**src/hw/rtl/table_interpolator_defines.svh**
```systemverilog
// Assertion macros for the table interpolator.
// Each macro expects signals named clk and rst in the scope where it is used.
`ifndef TABLE_INTERPOLATOR_DEFINES_SVH
`define TABLE_INTERPOLATOR_DEFINES_SVH
`ifndef NO_ASSERTIONS
// Same-cycle implication.
`define TI_ASSERT_IMP(name, ante, cons) \
  name: assert property (@(posedge clk) disable iff (rst) (ante) |-> (cons)) \
    else $error("table_interpolator: same-cycle check failed");
// Next-cycle implication.
`define TI_ASSERT_NXT(name, ante, cons) \
  name: assert property (@(posedge clk) disable iff (rst) (ante) |=> (cons)) \
    else $error("table_interpolator: next-cycle check failed");
`else
`define TI_ASSERT_IMP(name, ante, cons)
`define TI_ASSERT_NXT(name, ante, cons)
`endif
`endif

```
**src/hw/rtl/tinterp_pkg.sv**
```systemverilog
package tinterp_pkg;

  // Field and datapath widths.
  localparam int DATA_W         = 32;
  localparam int DEF_MAX_POINTS = 16;
  localparam int CFG_IDX_W      = 1;
  localparam int CFG_DATA_W     = 5;
  localparam int PC_W           = 5;
  localparam int SLOT_W         = 4;
  localparam int IN_DATA_W      = 72;
  localparam int PROD_W         = 96;
  localparam int DEN_W          = 64;
  localparam int QUOT_LIMIT     = 40;
  localparam int INV_ONE_BIT    = 62;
  localparam int DIV_CNT_W      = 7;
  localparam int DY_W           = 33;
  localparam int SUM_W          = 43;

  // Configuration register indexes.
  typedef enum logic [CFG_IDX_W-1:0] {
    REG_POINT_COUNT = 1'b0,
    REG_INTERP_MODE = 1'b1
  } cfg_reg_t;

  // Datapath operations issued by the controller.
  typedef enum logic [3:0] {
    OP_NONE,
    OP_CAPTURE,
    OP_NEXT,
    OP_TAKE_HI,
    OP_TAKE_LO,
    OP_TAKE_CLAMP,
    OP_SET_Y0,
    OP_FAULT,
    OP_SQUARE,
    OP_DIV_INV,
    OP_INV_STORE,
    OP_BLEND_SET,
    OP_MUL_STEP,
    OP_DIV_BLEND,
    OP_FINISH
  } dp_op_t;

  // Which abscissa an inverse-square step works on.
  typedef enum logic [1:0] {
    SEL_X0,
    SEL_X1,
    SEL_QX
  } sel_t;

  typedef struct packed {
    dp_op_t op;
    sel_t   sel;
    logic   rd_prev;
    logic   out_load;
  } dp_cmd_t;

  typedef struct packed {
    logic greater;
    logic idx_last;
    logic idx_zero;
    logic count_one;
    logic is_load;
    logic mode;
    logic x_equal;
    logic any_zero;
    logic inv_equal;
    logic mul_done;
    logic div_done;
    logic out_free;
  } dp_stat_t;

endpackage

```
**src/hw/rtl/tinterp_ctrl.sv**
```systemverilog
module tinterp_ctrl (
  input  logic                  clk,
  input  logic                  rst,
  input  logic                  s_tvalid,
  output logic                  s_tready,
  input  tinterp_pkg::dp_stat_t stat,
  output tinterp_pkg::dp_cmd_t  cmd
);
  import tinterp_pkg::*;

  typedef enum logic [14:0] {
    ST_IDLE     = 15'b000000000000001,
    ST_START    = 15'b000000000000010,
    ST_CLAMP    = 15'b000000000000100,
    ST_SCAN_RD  = 15'b000000000001000,
    ST_SCAN_CMP = 15'b000000000010000,
    ST_FETCH_LO = 15'b000000000100000,
    ST_DECIDE   = 15'b000000001000000,
    ST_SQUARE   = 15'b000000010000000,
    ST_INV_GO   = 15'b000000100000000,
    ST_INV_WAIT = 15'b000001000000000,
    ST_INV_CHK  = 15'b000010000000000,
    ST_BL_SET   = 15'b000100000000000,
    ST_MUL      = 15'b001000000000000,
    ST_BL_WAIT  = 15'b010000000000000,
    ST_DONE     = 15'b100000000000000
  } state_t;

  state_t state, state_next;
  sel_t   sel, sel_next;

  always_ff @(posedge clk) begin
    if (rst) begin
      state <= ST_IDLE;
      sel   <= SEL_X0;
    end else begin
      state <= state_next;
      sel   <= sel_next;
    end
  end

  assign s_tready = (state == ST_IDLE);

  // Sequencing of one item: a load goes straight to done; a query scans, fetches neighbors, then clamps or blends.
  always_comb begin
    state_next   = state;
    sel_next     = sel;
    cmd.op       = OP_NONE;
    cmd.sel      = sel;
    cmd.rd_prev  = 1'b0;
    cmd.out_load = 1'b0;
    unique case (state)
      ST_IDLE: begin
        if (s_tvalid) begin
          cmd.op     = OP_CAPTURE;
          state_next = ST_START;
        end
      end
      ST_START: begin
        if (stat.is_load) begin
          state_next = ST_DONE;
        end else if (stat.count_one) begin
          state_next = ST_CLAMP;
        end else begin
          state_next = ST_SCAN_CMP;
        end
      end
      ST_CLAMP: begin
        cmd.op     = OP_TAKE_CLAMP;
        state_next = ST_DONE;
      end
      ST_SCAN_RD: state_next = ST_SCAN_CMP;
      ST_SCAN_CMP: begin
        if (stat.greater && stat.idx_last) begin
          // Above the last breakpoint.
          cmd.op     = OP_TAKE_CLAMP;
          state_next = ST_DONE;
        end else if (stat.greater) begin
          cmd.op     = OP_NEXT;
          state_next = ST_SCAN_RD;
        end else if (stat.idx_zero) begin
          // At or below the first breakpoint.
          cmd.op     = OP_TAKE_CLAMP;
          state_next = ST_DONE;
        end else begin
          cmd.op      = OP_TAKE_HI;
          cmd.rd_prev = 1'b1;
          state_next  = ST_FETCH_LO;
        end
      end
      ST_FETCH_LO: begin
        cmd.op     = OP_TAKE_LO;
        state_next = ST_DECIDE;
      end
      ST_DECIDE: begin
        if (!stat.mode && stat.x_equal) begin
          cmd.op     = OP_SET_Y0;
          state_next = ST_DONE;
        end else if (!stat.mode) begin
          state_next = ST_BL_SET;
        end else if (stat.any_zero) begin
          cmd.op     = OP_FAULT;
          state_next = ST_DONE;
        end else begin
          sel_next   = SEL_X0;
          state_next = ST_SQUARE;
        end
      end
      ST_SQUARE: begin
        cmd.op     = OP_SQUARE;
        state_next = ST_INV_GO;
      end
      ST_INV_GO: begin
        cmd.op     = OP_DIV_INV;
        state_next = ST_INV_WAIT;
      end
      ST_INV_WAIT: begin
        if (stat.div_done) begin
          cmd.op = OP_INV_STORE;
          case (sel)
            SEL_X0: begin
              sel_next   = SEL_X1;
              state_next = ST_SQUARE;
            end
            SEL_X1: begin
              sel_next   = SEL_QX;
              state_next = ST_SQUARE;
            end
            default: state_next = ST_INV_CHK;
          endcase
        end
      end
      ST_INV_CHK: begin
        if (stat.inv_equal) begin
          cmd.op     = OP_FAULT;
          state_next = ST_DONE;
        end else begin
          state_next = ST_BL_SET;
        end
      end
      ST_BL_SET: begin
        cmd.op     = OP_BLEND_SET;
        state_next = ST_MUL;
      end
      ST_MUL: begin
        if (stat.mul_done) begin
          cmd.op     = OP_DIV_BLEND;
          state_next = ST_BL_WAIT;
        end else begin
          cmd.op = OP_MUL_STEP;
        end
      end
      ST_BL_WAIT: begin
        if (stat.div_done) begin
          cmd.op     = OP_FINISH;
          state_next = ST_DONE;
        end
      end
      ST_DONE: begin
        if (stat.out_free) begin
          cmd.out_load = 1'b1;
          state_next   = ST_IDLE;
        end
      end
      default: state_next = ST_IDLE;
    endcase
  end

endmodule

```
**config.mk**
```make
export PLATFORM = sky130hd
export DESIGN_NAME = tinterp_ctrl
export DESIGN_NICKNAME = d
export VERILOG_FILES = /design/src/hw/rtl/table_interpolator_defines.svh /design/src/hw/rtl/tinterp_pkg.sv /design/src/hw/rtl/tinterp_ctrl.sv
export SDC_FILE = /design/constraint.sdc
export NUM_CORES = 1
export LEC_CHECK = 0
export ABC_CLOCK_PERIOD_IN_PS = 4500
export BUFFER_PORTS_ARGS = -buffer_cell sky130_fd_sc_hd__buf_2
export CAP_MARGIN = 20
export CORE_MARGIN = 2
export CORE_UTILIZATION = 55
export DETAILED_ROUTE_END_ITERATION = 6
export PLACE_DENSITY = 0.89
export SLEW_MARGIN = 5
export SYNTH_ARGS = -nofsm -noshare
export SYNTH_HDL_FRONTEND = slang
export SYNTH_SLANG_ARGS = --single-unit
export TNS_END_PERCENT = 10
```
**constraint.sdc**
```tcl
create_clock -name clk -period 4.5 [get_ports clk]
set_input_delay 0.675 -clock clk [delete_from_list [all_inputs] [get_ports clk]]
set_output_delay 0.675 -clock clk [all_outputs]
set_load 0.005 [all_outputs]
```
==> results_dict.tcl <==
set metrics [dict create \
    cell_by_cell_trace_of_the_critical_path "or4_4 > nor3_2 > nor4b_2 > nor2_1 > nand2_1 > buf_2" \
    setup.worst_path.start_class "flop" \
    cts_root_buf "sky130_fd_sc_hd__clkbuf_4" \
    timing.clock.skew_ps 7.473 \
    netlist_instances 166 \
    comb_power_share 0.433 \
    tns_ps 0 \
    clk_pin_slew_worst_paths_ps 110 \
    post_route_cells_drive_above_1_share 0.2022 \
    run_status "complete, no violations" \
    achievable_frequency_mhz 331.8 \
    post_synth_most_frequent_cells "17 x sky130_fd_sc_hd__dfxtp_1, 15 x sky130_fd_sc_hd__nand2_1, 12 x sky130_fd_sc_hd__nor2_1, 12 x sky130_fd_sc_hd__nor4_1, 9 x sky130_fd_sc_hd__a21oi_1" \
    report.final.setup_viol 0 \
    power.switching_uw 205.1 \
    dieHeight_um 52.60 \
    maxCapViolations 0 \
    grt_pass1_vias 1363 \
    synth_seq_area_share 0.2620 \
    synth-seq-cells 17 \
    clockBufferDepth 2 \
    place_hpwl_mm 2.881 \
    timing.max_slew.rel_slack 0.6668 \
    n_fill_cell 200 \
    placement.cell_area_sq_um 1395 \
    drt-total-wl_mm 3.839 \
    cts-resized-gates 0 \
    residual_drc 0 \
    end_kind "primary output" \
    ios 24 \
    synth_fp_nets 181 \
    power_density_nw_per_um2 345.5 \
    cts_post_setup_buffers_inserted 0 \
    wl_per_cell_um 18.19 \
    critical-path-top-delay-family "simple AND/OR/NAND/NOR gates" \
    share_clk_of_total_power 0.174 \
    post-route-min-period_ps 3014 \
    synth_warnings 0 \
    post-synth-top-area-cell "sky130_fd_sc_hd__dfxtp_1" \
    stdcell_area_sq_um 1423 \
    start_util 0.5871 \
    initialDrtViolationCount 121 \
    num_rows 17 \
    mappedNetlistArea_sq_um 1299 \
    power_frac_seq 0.393 \
    worst_pin_slew_ps 496.0 \
    timing.setup.critical_path_class "reg2out" \
    p_leak_nw 0.5578 \
    netlist.area_leader.share 0.2620 \
    irDropWorstVdd_mv 0.2319 \
    per_cell_via_count_in_the_routed_design 6.886 \
    synth_flop_cell "sky130_fd_sc_hd__dfxtp_1" \
    io_buffer_count 23 \
    timing.critical_path.required_ps 3830 \
    grt_start_max_net_pins 12 \
    worst_path_max_delay_cell "sky130_fd_sc_hd__or4_4" \
    antenna_cells_inserted 0 \
    nNetsFinal 199 \
    grt_first_pass_wirelength_mm 6.279 \
    synth_async_sr_flop_share 0 \
    die_area_sq_um 2766 \
    firstDrtPassIters 7 \
    number_of_flops_mapped_to_enable_cells_by_yosys 0 \
    worstPathArrival_ps 2340 \
    finalHoldViolCount 0 \
    ys_types 47 \
    cts_htree_levels 1 \
    maxSlewViolCount 0 \
    internal_power_uw 286.5 \
    period_share 0.6697 \
    area.growth.synth_to_final_pct 9.537 \
    post-synth-top-count-cell "sky130_fd_sc_hd__dfxtp_1" \
    min-delay-path-class "reg2reg" \
    worstSkewPairLatency_ps 300 \
    gr-total-overflow 0 \
    initial_antenna_violation_count 0 \
    tritoncts "done" \
    worst-path-buf-inv 1 \
    postRouteAntennaNets 0 \
    switching_share 0.4172 \
    slowest_delay_ps 620 \
    rsz_0062_raised_after_global_routing "no" \
    syn_avg_cell_area_sq_um 7.824 \
    groute.usage.overall 0.3078 \
    dieWidth_um 52.60 \
    finalWeightedCongestion 0.9701 \
    cts_buffers 3 \
    hold_buffers 0 \
    synth_area_leaders "sky130_fd_sc_hd__dfxtp_1 26%, sky130_fd_sc_hd__nor4_1 5.8%, sky130_fd_sc_hd__nand2_1 4.3%, sky130_fd_sc_hd__nor4b_1 4.0%, sky130_fd_sc_hd__a21oi_1 3.5%" \
    cp_max_fo 11 \
    clock_sinks 17 \
    coreArea_sq_um 2212 \
    dr_total_vias 1453 \
]
-- worst reg2reg max path, stage by stage, from the launching register on --
cell                       delay, ps
sky130_fd_sc_hd__dfxtp_1         470
sky130_fd_sc_hd__nor3_1          420
sky130_fd_sc_hd__nand3_1         240
sky130_fd_sc_hd__or3_1           500
sky130_fd_sc_hd__nand3b_1        370
sky130_fd_sc_hd__nor4_1          120
-- flip-flops by register name, indices dropped and copies added, names as in the netlist --
register	count
state	15
sel	2
-- cells by family after synthesis --
group	after synthesis	synth area share
AO/OA/AOI/OAI	29	0.1464
multiplexers	4	0.03083
buffers and inverters	14	0.05586
AND/OR/NAND/NOR	97	0.4711
flip-flops	17	0.2620
XOR/XNOR	5	0.03372
-- power groups by stage --
stage / logic (mW) / registers, mW / clock network [mW]
after global routing: 0.226 / 0.197 / 0.0928
after floorplan: 0.170 / 0.172 / 0
after detailed placement: 0.204 / 0.196 / 0
after global placement: 0.200 / 0.194 / 0
after CTS: 0.205 / 0.193 / 0.0862
final: 0.213 / 0.193 / 0.0854
-- layout make-up --
cell class | instances | area [sq um] | share of cell area
clock buffers | 3 | 22.52 | 0.01583
clock inverters | 1 | 5.005 | 0.003518
inverters | 3 | 11.26 | 0.007916
multi-input cells | 135 | 885.9 | 0.6227
flip-flops and latches | 17 | 340.3 | 0.2392
well taps | 28 | 35.03 | 0.02463
repair buffers | 24 | 122.6 | 0.08619
-- layer usage --
layer,GRT usage,vias to the layer above,part of all wire
met4,0.1368,0,0.044
met3,0.05143,29,0.12
met1,0.3915,636,0.38
met5,0,-,0
li1,-,666,-
met2,0.5063,122,0.46
-- layout by cell type (no fill, tap or decap), types with 8 or more instances in the layout --
| cell | n |
|---|---|
| sky130_fd_sc_hd__a21oi_1 | 9 |
| sky130_fd_sc_hd__o21ai_0 | 8 |
| sky130_fd_sc_hd__dfxtp_1 | 17 |
| sky130_fd_sc_hd__nand2_1 | 15 |
| sky130_fd_sc_hd__nor2_1 | 12 |
| sky130_fd_sc_hd__nor4_1 | 12 |
| sky130_fd_sc_hd__nand3_1 | 8 |
| sky130_fd_sc_hd__buf_2 | 23 |
-- stage by stage --
| step | hold slack [ps] | setup slack, ps | util | std cells | total power [mW] |
|---|---|---|---|---|---|
| after floorplan | 453.7 | 2182 | - | 166 | 0.3426 |
| after global placement | 463.5 | 1885 | 0.6307 | 207 | 0.3937 |
| after detailed placement | 470.7 | 1854 | 0.6307 | 207 | 0.3999 |
| after CTS | 488.4 | 1498 | 0.6431 | 211 | 0.4839 |
| after global routing | 522.3 | 1429 | 0.6431 | 211 | 0.5154 |
| final | 488.3 | 1486 | 0.6431 | 211 | 0.4916 |
-- path summary, 6_finish.rpt --
kind	start	to	slack [ps]	cells after the start
hold reg to reg	sel[1]$_SDFFE_PP0P_	state[10]$_SDFFE_PP0P_	490	2
setup reg to reg	state[13]$_SDFFE_PP0P_	state[4]$_SDFFE_PP0P_	2250	5
hold / removal	sel[1]$_SDFFE_PP0P_	state[10]$_SDFFE_PP0P_	490	2
setup / recovery	state[13]$_SDFFE_PP0P_	cmd[7]	1490	6
Power figures use the tool's default switching activity.
